**config.mk**
```make
export PLATFORM = sky130hd
export DESIGN_NAME = pci_window_bump_allocator_top_flat
export DESIGN_NICKNAME = d
export VERILOG_FILES = /design/src/rtl/core/pba_pkg.sv /design/src/rtl/core/pba_if.sv /design/src/rtl/core/pba_window_regs.sv /design/src/rtl/core/pba_calc.sv /design/src/rtl/core/pci_window_bump_allocator_top.sv /design/src/flat_wrapper.sv
export SDC_FILE = /design/constraint.sdc
export NUM_CORES = 2
export LEC_CHECK = 0
export BUFFER_PORTS_ARGS = -buffer_cell sky130_fd_sc_hd__buf_4
export CELL_PAD_IN_SITES_DETAIL_PLACEMENT = 1
export CELL_PAD_IN_SITES_GLOBAL_PLACEMENT = 1
export CORE_MARGIN = 1
export CORE_UTILIZATION = 50
export DETAILED_ROUTE_END_ITERATION = 10
export MAX_ROUTING_LAYER = met4
export PLACE_DENSITY = 0.79
export SLEW_MARGIN = 20
export SYNTH_ARGS = -nofsm -noshare
export SYNTH_HDL_FRONTEND = slang
export SYNTH_SLANG_ARGS = --single-unit
```
**constraint.sdc**
```tcl
create_clock -name clk_i -period 13.3 [get_ports clk_i]
set_clock_uncertainty 0.05 [all_clocks]
set_input_delay 2.66 -clock clk_i [delete_from_list [all_inputs] [get_ports clk_i]]
set_output_delay 2.66 -clock clk_i [all_outputs]
set_load 0.005 [all_outputs]
```
**src/rtl/core/pba_pkg.sv**
```systemverilog
`timescale 1ns / 1ps
package pba_pkg;

  localparam int unsigned ADDR_W     = 64;
  localparam int unsigned NUM_SPACES = 3;
  localparam int unsigned SPACE_W    = 2;
  localparam int unsigned CFG_IDX_W  = 3;

  localparam logic [ADDR_W-1:0] PAGE_BYTES = 64'd4096;
  localparam logic [ADDR_W-1:0] ONE_BYTE   = 64'd1;

  localparam logic MODE_ALLOC = 1'b0;
  localparam logic MODE_ALIGN = 1'b1;

  localparam logic [SPACE_W-1:0] SPACE_IO    = 2'd0;
  localparam logic [SPACE_W-1:0] SPACE_MEM32 = 2'd1;
  localparam logic [SPACE_W-1:0] SPACE_MEM64 = 2'd2;
  localparam logic [SPACE_W-1:0] SPACE_NONE  = 2'd3;

  localparam logic [CFG_IDX_W-1:0] REG_IO_BASE    = 3'd0;
  localparam logic [CFG_IDX_W-1:0] REG_IO_SIZE    = 3'd1;
  localparam logic [CFG_IDX_W-1:0] REG_MEM32_BASE = 3'd2;
  localparam logic [CFG_IDX_W-1:0] REG_MEM32_SIZE = 3'd3;
  localparam logic [CFG_IDX_W-1:0] REG_MEM64_BASE = 3'd4;
  localparam logic [CFG_IDX_W-1:0] REG_MEM64_SIZE = 3'd5;

  typedef struct packed {
    logic              mode;
    logic [SPACE_W-1:0] space;
    logic [ADDR_W-1:0] step;
    logic [ADDR_W-1:0] step_m1;
  } req_t;

  typedef struct packed {
    logic [ADDR_W-1:0] top;
    logic [ADDR_W-1:0] lim;
    logic              lim_inf;
  } win_t;

  typedef win_t [NUM_SPACES-1:0] win_arr_t;

  typedef struct packed {
    logic               valid;
    logic [SPACE_W-1:0] space;
    logic [ADDR_W-1:0]  top;
  } upd_t;

  typedef struct packed {
    logic [ADDR_W-1:0] block_addr;
    logic              ok;
  } rsp_t;

endpackage

```
**src/rtl/core/pba_if.sv**
```systemverilog
`timescale 1ns / 1ps
interface pba_req_if;
  import pba_pkg::*;
  logic               valid;
  logic               ready;
  logic               mode;
  logic [SPACE_W-1:0] space;
  logic [ADDR_W-1:0]  amount;

  modport source (output valid, output mode, output space, output amount, input ready);
  modport sink   (input valid, input mode, input space, input amount, output ready);
endinterface

interface pba_rsp_if;
  import pba_pkg::*;
  logic              valid;
  logic              ready;
  logic [ADDR_W-1:0] block_addr;
  logic              ok;

  modport source (output valid, output block_addr, output ok, input ready);
  modport sink   (input valid, input block_addr, input ok, output ready);
endinterface

```
**src/rtl/core/pba_window_regs.sv**
```systemverilog
`timescale 1ns / 1ps
module pba_window_regs
  import pba_pkg::*;
(
  input  logic                 clk_i,
  input  logic                 rst_ni,
  input  logic                 cfg_we_i,
  input  logic [CFG_IDX_W-1:0] cfg_idx_i,
  input  logic [ADDR_W-1:0]    cfg_wdata_i,
  input  upd_t                 upd_i,
  output win_arr_t             wins_o
);

  logic [NUM_SPACES-1:0][ADDR_W-1:0] base_q, base_d;
  logic [NUM_SPACES-1:0][ADDR_W-1:0] size_q, size_d;
  logic [NUM_SPACES-1:0][ADDR_W-1:0] top_q, top_d;
  logic [NUM_SPACES-1:0][ADDR_W-1:0] lim_q, lim_d;
  logic [NUM_SPACES-1:0]             inf_q, inf_d;
  logic [ADDR_W:0]                   lim_sum;
  logic [SPACE_W-1:0]                cfg_sp;
  logic [1:0]                        cfg_sel;

  assign cfg_sp = cfg_idx_i[CFG_IDX_W-1:1];

  always_comb begin
    base_d  = base_q;
    size_d  = size_q;
    top_d   = top_q;
    lim_d   = lim_q;
    inf_d   = inf_q;
    lim_sum = '0;
    cfg_sel = '0;
    case (cfg_sp)
      SPACE_IO:    cfg_sel = 2'd0;
      SPACE_MEM32: cfg_sel = 2'd1;
      SPACE_MEM64: cfg_sel = 2'd2;
      default:     cfg_sel = 2'd0;
    endcase
    if (cfg_we_i && (cfg_sp != SPACE_NONE)) begin
      if (!cfg_idx_i[0]) begin
        base_d[cfg_sel] = cfg_wdata_i;
        top_d[cfg_sel]  = cfg_wdata_i;
        lim_sum         = {1'b0, cfg_wdata_i} + {1'b0, size_q[cfg_sel]};
      end else begin
        size_d[cfg_sel] = cfg_wdata_i;
        lim_sum         = {1'b0, base_q[cfg_sel]} + {1'b0, cfg_wdata_i};
      end
      lim_d[cfg_sel] = lim_sum[ADDR_W-1:0];
      inf_d[cfg_sel] = lim_sum[ADDR_W];
    end else if (upd_i.valid) begin
      case (upd_i.space)
        SPACE_IO:    top_d[0] = upd_i.top;
        SPACE_MEM32: top_d[1] = upd_i.top;
        SPACE_MEM64: top_d[2] = upd_i.top;
        default: ;
      endcase
    end
  end

  always_ff @(posedge clk_i or negedge rst_ni) begin
    if (!rst_ni) begin
      base_q <= '0;
      size_q <= '0;
      top_q  <= '0;
      lim_q  <= '0;
      inf_q  <= '0;
    end else begin
      base_q <= base_d;
      size_q <= size_d;
      top_q  <= top_d;
      lim_q  <= lim_d;
      inf_q  <= inf_d;
    end
  end

  always_comb begin
    for (int i = 0; i < NUM_SPACES; i++) begin
      wins_o[i].top     = top_q[i];
      wins_o[i].lim     = lim_q[i];
      wins_o[i].lim_inf = inf_q[i];
    end
  end

endmodule

```
**src/rtl/core/pba_calc.sv**
```systemverilog
`timescale 1ns / 1ps
module pba_calc
  import pba_pkg::*;
(
  input  req_t     req_i,
  input  win_arr_t wins_i,
  output rsp_t     rsp_o,
  output logic [ADDR_W-1:0] new_top_o
);

  win_t              win;
  logic              sp_ok;
  logic [ADDR_W:0]   sum;
  logic [ADDR_W-1:0] aligned;
  logic [ADDR_W:0]   end_sum;
  logic [ADDR_W-1:0] chk;
  logic              in_lim;
  logic              is_alloc;

  always_comb begin
    win   = wins_i[0];
    sp_ok = 1'b1;
    case (req_i.space)
      SPACE_IO:    win = wins_i[0];
      SPACE_MEM32: win = wins_i[1];
      SPACE_MEM64: win = wins_i[2];
      default:     sp_ok = 1'b0;
    endcase

    is_alloc = (req_i.mode == MODE_ALLOC);
    sum      = {1'b0, win.top} + {1'b0, req_i.step_m1};
    aligned  = sum[ADDR_W-1:0] & ~req_i.step_m1;
    end_sum  = {1'b0, aligned} + {1'b0, req_i.step};
    chk      = is_alloc ? end_sum[ADDR_W-1:0] : aligned;
    in_lim   = win.lim_inf || (chk <= win.lim);

    rsp_o.ok = sp_ok && !sum[ADDR_W] && (!is_alloc || !end_sum[ADDR_W]) && in_lim;
    rsp_o.block_addr = (rsp_o.ok && is_alloc) ? aligned : '0;
    new_top_o = chk;
  end

endmodule

```
**src/rtl/core/pci_window_bump_allocator_top.sv**
```systemverilog
`timescale 1ns / 1ps
// channel   dir  handshake            payload
// cfg       in   cfg_we_i             cfg_idx_i, cfg_wdata_i
// req_i     in   valid / ready        mode, space, amount
// rsp_o     out  valid / ready        block_addr, ok
//
// one request per cycle sustained while results are taken; a request passes req_q and then rsp_q
// the rate is set by the loop from the window tops through the align/limit logic
// reset clears windows, limits and tops to zero and empties both stages
// a stalled result holds the request stage; the request stage holds the input
module pci_window_bump_allocator_top
  import pba_pkg::*;
(
  input  logic                 clk_i,
  input  logic                 rst_ni,
  input  logic                 cfg_we_i,
  input  logic [CFG_IDX_W-1:0] cfg_idx_i,
  input  logic [ADDR_W-1:0]    cfg_wdata_i,
  pba_req_if.sink              req_i,
  pba_rsp_if.source            rsp_o
);

  logic     req_vld_q;
  req_t     req_q, req_d;
  logic     rsp_vld_q;
  rsp_t     rsp_q, rsp_c;
  logic     advance;
  logic     in_fire;
  win_arr_t wins;
  upd_t     upd;
  logic [ADDR_W-1:0] new_top;

  assign advance     = req_vld_q && (!rsp_vld_q || rsp_o.ready);
  assign req_i.ready = !req_vld_q || advance;
  assign in_fire     = req_i.valid && req_i.ready;

  // step prep
  always_comb begin
    req_d.mode  = req_i.mode;
    req_d.space = req_i.space;
    req_d.step  = req_i.amount;
    if (req_i.mode == MODE_ALLOC) begin
      if (req_i.amount < PAGE_BYTES) req_d.step = PAGE_BYTES;
    end else if (req_i.amount == '0) begin
      req_d.step = ONE_BYTE;
    end
    req_d.step_m1 = req_d.step - ONE_BYTE;
  end

  always_ff @(posedge clk_i or negedge rst_ni) begin
    if (!rst_ni) begin
      req_vld_q <= 1'b0;
    end else if (req_i.ready) begin
      req_vld_q <= req_i.valid;
    end
  end

  always_ff @(posedge clk_i) begin
    if (in_fire) begin
      req_q <= req_d;
    end
  end

  pba_window_regs u_regs (
    .clk_i       (clk_i),
    .rst_ni      (rst_ni),
    .cfg_we_i    (cfg_we_i),
    .cfg_idx_i   (cfg_idx_i),
    .cfg_wdata_i (cfg_wdata_i),
    .upd_i       (upd),
    .wins_o      (wins)
  );

  pba_calc u_calc (
    .req_i     (req_q),
    .wins_i    (wins),
    .rsp_o     (rsp_c),
    .new_top_o (new_top)
  );

  assign upd.valid = advance && rsp_c.ok;
  assign upd.space = req_q.space;
  assign upd.top   = new_top;

  always_ff @(posedge clk_i or negedge rst_ni) begin
    if (!rst_ni) begin
      rsp_vld_q <= 1'b0;
    end else if (!rsp_vld_q || rsp_o.ready) begin
      rsp_vld_q <= req_vld_q;
    end
  end

  always_ff @(posedge clk_i) begin
    if (advance) begin
      rsp_q <= rsp_c;
    end
  end

  assign rsp_o.valid      = rsp_vld_q;
  assign rsp_o.block_addr = rsp_q.block_addr;
  assign rsp_o.ok         = rsp_q.ok;

  a_fail_zero: assert property (@(posedge clk_i) disable iff (!rst_ni)
    rsp_o.valid && !rsp_o.ok |-> rsp_o.block_addr == '0)
    else $error("failed request carries an address");

  a_upd_on_advance: assert property (@(posedge clk_i) disable iff (!rst_ni)
    upd.valid |-> advance && req_q.space != SPACE_NONE)
    else $error("top moved without a request leaving the stage");

  a_stall_tops: assert property (@(posedge clk_i) disable iff (!rst_ni)
    rsp_vld_q && !rsp_o.ready && !cfg_we_i |=> $stable(wins))
    else $error("window top moved during output stall");

  a_hold_req: assert property (@(posedge clk_i) disable iff (!rst_ni)
    req_vld_q && !advance |=> req_vld_q && $stable(req_q))
    else $error("stalled request lost");

endmodule

```
**src/flat_wrapper.sv**
```systemverilog
// flat-port wrapper written by rule: the top's interface ports become plain ports
module pci_window_bump_allocator_top_flat import pba_pkg::*;
  (clk_i, rst_ni, cfg_we_i, cfg_idx_i, cfg_wdata_i, req_i_valid, req_i_mode, req_i_space, req_i_amount, req_i_ready, rsp_o_valid, rsp_o_block_addr, rsp_o_ok, rsp_o_ready);
  pba_req_if req_i_i ();
  pba_rsp_if rsp_o_i ();
  input  logic clk_i;
  input  logic rst_ni;
  input  logic cfg_we_i;
  input  logic [CFG_IDX_W-1:0] cfg_idx_i;
  input  logic [ADDR_W-1:0] cfg_wdata_i;
  input wire logic [$bits(req_i_i.valid)-1:0] req_i_valid;
  input wire logic [$bits(req_i_i.mode)-1:0] req_i_mode;
  input wire logic [$bits(req_i_i.space)-1:0] req_i_space;
  input wire logic [$bits(req_i_i.amount)-1:0] req_i_amount;
  output wire logic [$bits(req_i_i.ready)-1:0] req_i_ready;
  output wire logic [$bits(rsp_o_i.valid)-1:0] rsp_o_valid;
  output wire logic [$bits(rsp_o_i.block_addr)-1:0] rsp_o_block_addr;
  output wire logic [$bits(rsp_o_i.ok)-1:0] rsp_o_ok;
  input wire logic [$bits(rsp_o_i.ready)-1:0] rsp_o_ready;
  assign req_i_i.valid = req_i_valid;
  assign req_i_i.mode = req_i_mode;
  assign req_i_i.space = req_i_space;
  assign req_i_i.amount = req_i_amount;
  assign req_i_ready = req_i_i.ready;
  assign rsp_o_valid = rsp_o_i.valid;
  assign rsp_o_block_addr = rsp_o_i.block_addr;
  assign rsp_o_ok = rsp_o_i.ok;
  assign rsp_o_i.ready = rsp_o_ready;
  pci_window_bump_allocator_top u_core (.clk_i(clk_i), .rst_ni(rst_ni), .cfg_we_i(cfg_we_i), .cfg_idx_i(cfg_idx_i), .cfg_wdata_i(cfg_wdata_i), .req_i(req_i_i), .rsp_o(rsp_o_i));
endmodule
```
==> run metrics <==
outcome finished clean; drt wl/cell 26.65 um; postcts setup bufs 0; placement row count 125; final worst-path setup slack 711.9 ps; Seq/Total Area, Yosys 43.05%; Post-Syn Instances 6304; via count 49469; first-pass GRT wire length 314800 um; most common cell after layout, fill and taps aside nand2_1; f_max 79.44 MHz; min Tclk post-route 12590 ps; critical path class flop to flop; iteration count of the initial detailed-routing pass 5; top-level I/O count 206; CP startpoint kind flop; layout cells sized above 1 13.54%; setup-violating endpoint count in the final report 0; Crit. End Element flop; htree depth 3; non-filler instance count after layout 7847; Hold-fix buffers, CTS 0; Util after Layout 55.62%; Initial Util 50.43%; Via density 6.304; slowest stage cell, crit path ha_4; slowest stage delay, CP 870 ps; worst-path fanout max 82; CP arrival 13150 ps; data required time of the worst path 13860 ps; area leader, netlist dfrtp_1; initial antenna violation count 2; Worst Hold Class flop to flop; pin count of the biggest net entering global routing 179; peak supply drop 0.1141 mV; CTS buffer count 109; CP top delay family compound AO/OA/AOI/OAI gates; Mapped Nets 6711; main area contributors after synthesis dfrtp_1 (33%), edfxtp_1 (10%), nand2_1 (7.5%), ha_1 (5.7%), mux2_2 (4.7%); final slew viol count 0; TritonCTS clock tree built; DR DRC count 0; Primary FF master, synth dfrtp_1; Clk Latency, worst-skew pair 740 ps; RSZ-0062 raised after global routing no; root buf cell clkbuf_16; Port-buffer cells 205; final hold slack 419.5 ps; Max Cap Viol 0; Hold Fails Final Rpt 0; TritonCTS Sinks 969; post-route ant nets 0; main combinational cell family by area after synthesis compound AO/OA/AOI/OAI gates; aggregate global-route resource usage 35.98%; Synth Register Bits 969; adder-cell area share of the yosys netlist 5.761%; post-synthesis compound-gate area fraction 17.98%; Max clock buf depth 3; Iteration-0 DRC Markers 3431; EDFF count, synth 196; synth unique cells 106; # nets final 6639; Slew headroom 19.28%; Final period util 94.65%; most frequent cells in the layout nand2_1 (1159), dfrtp_1 (773), o21ai_0 (436), a21oi_1 (413), nor2_1 (311); R2R Setup Slk 710 ps; DPL Wire Length 148600 um; XOR/XNOR share of the synthesized area 3.004%; die width 344.3 um; Area growth syn-to-layout 10.30%; Worst-Margin Slew 1201 ps; syn_area_per_cell 9.296 um^2; Yosys warnings 0; Reg clk slew, reported paths 60 ps; vias in the first global route 51410; sum of buffers and inverters on the critical path 5; synthesized area 0.05860 mm^2; Place WS 1054 ps; DIE HEIGHT 344.3 um; post-synthesis mux area share 9.952%; CTS-repair resized insts 0; dpl cells 7644; Core Box Area 0.1162 mm^2; setup TNS 0 ps; Routed WL 209100 um; Post-synth ARST share 79.77%; GPL Wtd Cong 0.9851; Synth top area share 33.01%; leak pwr 28.76 nW; full die area 0.1186 mm^2; simple-gate area share of the yosys netlist 15.51%; Congestion Overflow GR 0; Pwr per Cell Area 204.8 mW/mm^2
## synth_stat cells (30+ instances only)
cell type  number
o21ai_0       436
nor3_1        132
or3_1          44
o211ai_1       41
ha_1          265
dfrtp_1       773
mux2i_1       154
buf_1          30
edfxtp_1      196
nand4_1        60
o21a_1         43
xor2_1         80
mux4_2         64
nand2b_1       39
a31oi_1        52
o21bai_1       46
xnor2_1       121
inv_1         240
nor2_1        315
a211oi_1       36
mux2_2        244
nand3_1        69
a21oi_1       413
o22ai_1        69
and2_1         60
nor4_1         30
a21o_1        101
clkbuf_1      396
nand2_1      1171
a22oi_1       149
## worst reg2reg max path: cells and delay by family (launching register included)
| family | cells | cell delay (ps) |
|---|---|---|
| mux | 1 | 470 |
| flops | 1 | 430 |
| fa+ha+maj | 4 | 2010 |
| simple gates | 16 | 3830 |
| compound gates | 10 | 3990 |
| buf+inv | 5 | 1680 |
## per-stage QoR
step / cell area [um^2] / total power, mW
after floorplan: 58600 / 8.132
after global placement: 60960 / 9.835
after detailed placement: 60960 / 10.05
after CTS: 64600 / 13.21
after global routing: 64630 / 13.96
final: 64630 / 13.24
## worst paths after layout
check | to | cells after the start | start
min in group asynchronous | u_core.req_vld_q | 1 | rst_ni
worst min-delay path | u_core.u_regs.base_q[40] | 2 | u_core.u_regs.base_q[40]
max in group asynchronous | u_core.u_regs.size_q[9] | 3 | rst_ni
worst min register to register | u_core.u_regs.base_q[40] | 2 | u_core.u_regs.base_q[40]
worst max register to register | u_core.u_regs.wins_o[79] | 36 | u_core.req_q[128]
worst max-delay path | u_core.u_regs.wins_o[79] | 36 | u_core.req_q[128]
## power breakdown
part	internal [mW]	total, mW	switching (mW)
Clock	1.79	3.09	1.30
Sequential	3.92	4.44	0.514
Combinational	2.13	5.71	3.58
## area by class of cell
cell class,instances,area (um^2)
diodes,3,7.507
clock buffers,169,3246
clock inverters,30,392.9
fillers,13055,51570
inverters,240,900.9
multi-input cells,4635,30780
flip-flops and latches,969,25230
well taps,1524,1907
repair buffers,277,2173
## sequential cells by signal (all words and copies together) (netlist names)
register / flops
u_core.u_regs.size_q: 192
u_core.u_regs.wins_o: 384
u_core.rsp_o.block_addr: 64
u_core.rsp_o.valid: 1
u_core.u_regs.base_q: 192
u_core.req_vld_q: 1
u_core.rsp_o.ok: 1
u_core.req_q: 131
u_core.u_regs.inf_q: 3
## layer usage
metal | share of wire [%] | wire (um) | GRT usage [%] | vias up
li1 | - | - | - | 22345
met1 | 41 | 86620 | 44.41 | 25324
met2 | 50 | 103800 | 60.12 | 1373
met3 | 4.4 | 9102 | 3.908 | 427
met4 | 4.6 | 9573 | 14.83 | 0
met5 | 0 | 0 | - | -
## kinds of logic (layout without fill, tap and decap cells)
| family | count (synthesis) | after routing |
|---|---|---|
| fa+ha+maj | 268 | 268 |
| compound gates | 1637 | 1637 |
| flops | 969 | 969 |
| mux | 471 | 471 |
| buf+inv | 700 | 716 |
| xor+xnor | 201 | 201 |
| simple gates | 2058 | 2058 |
| other cells | 0 | 3 |
Power figures use the tool's default switching activity.
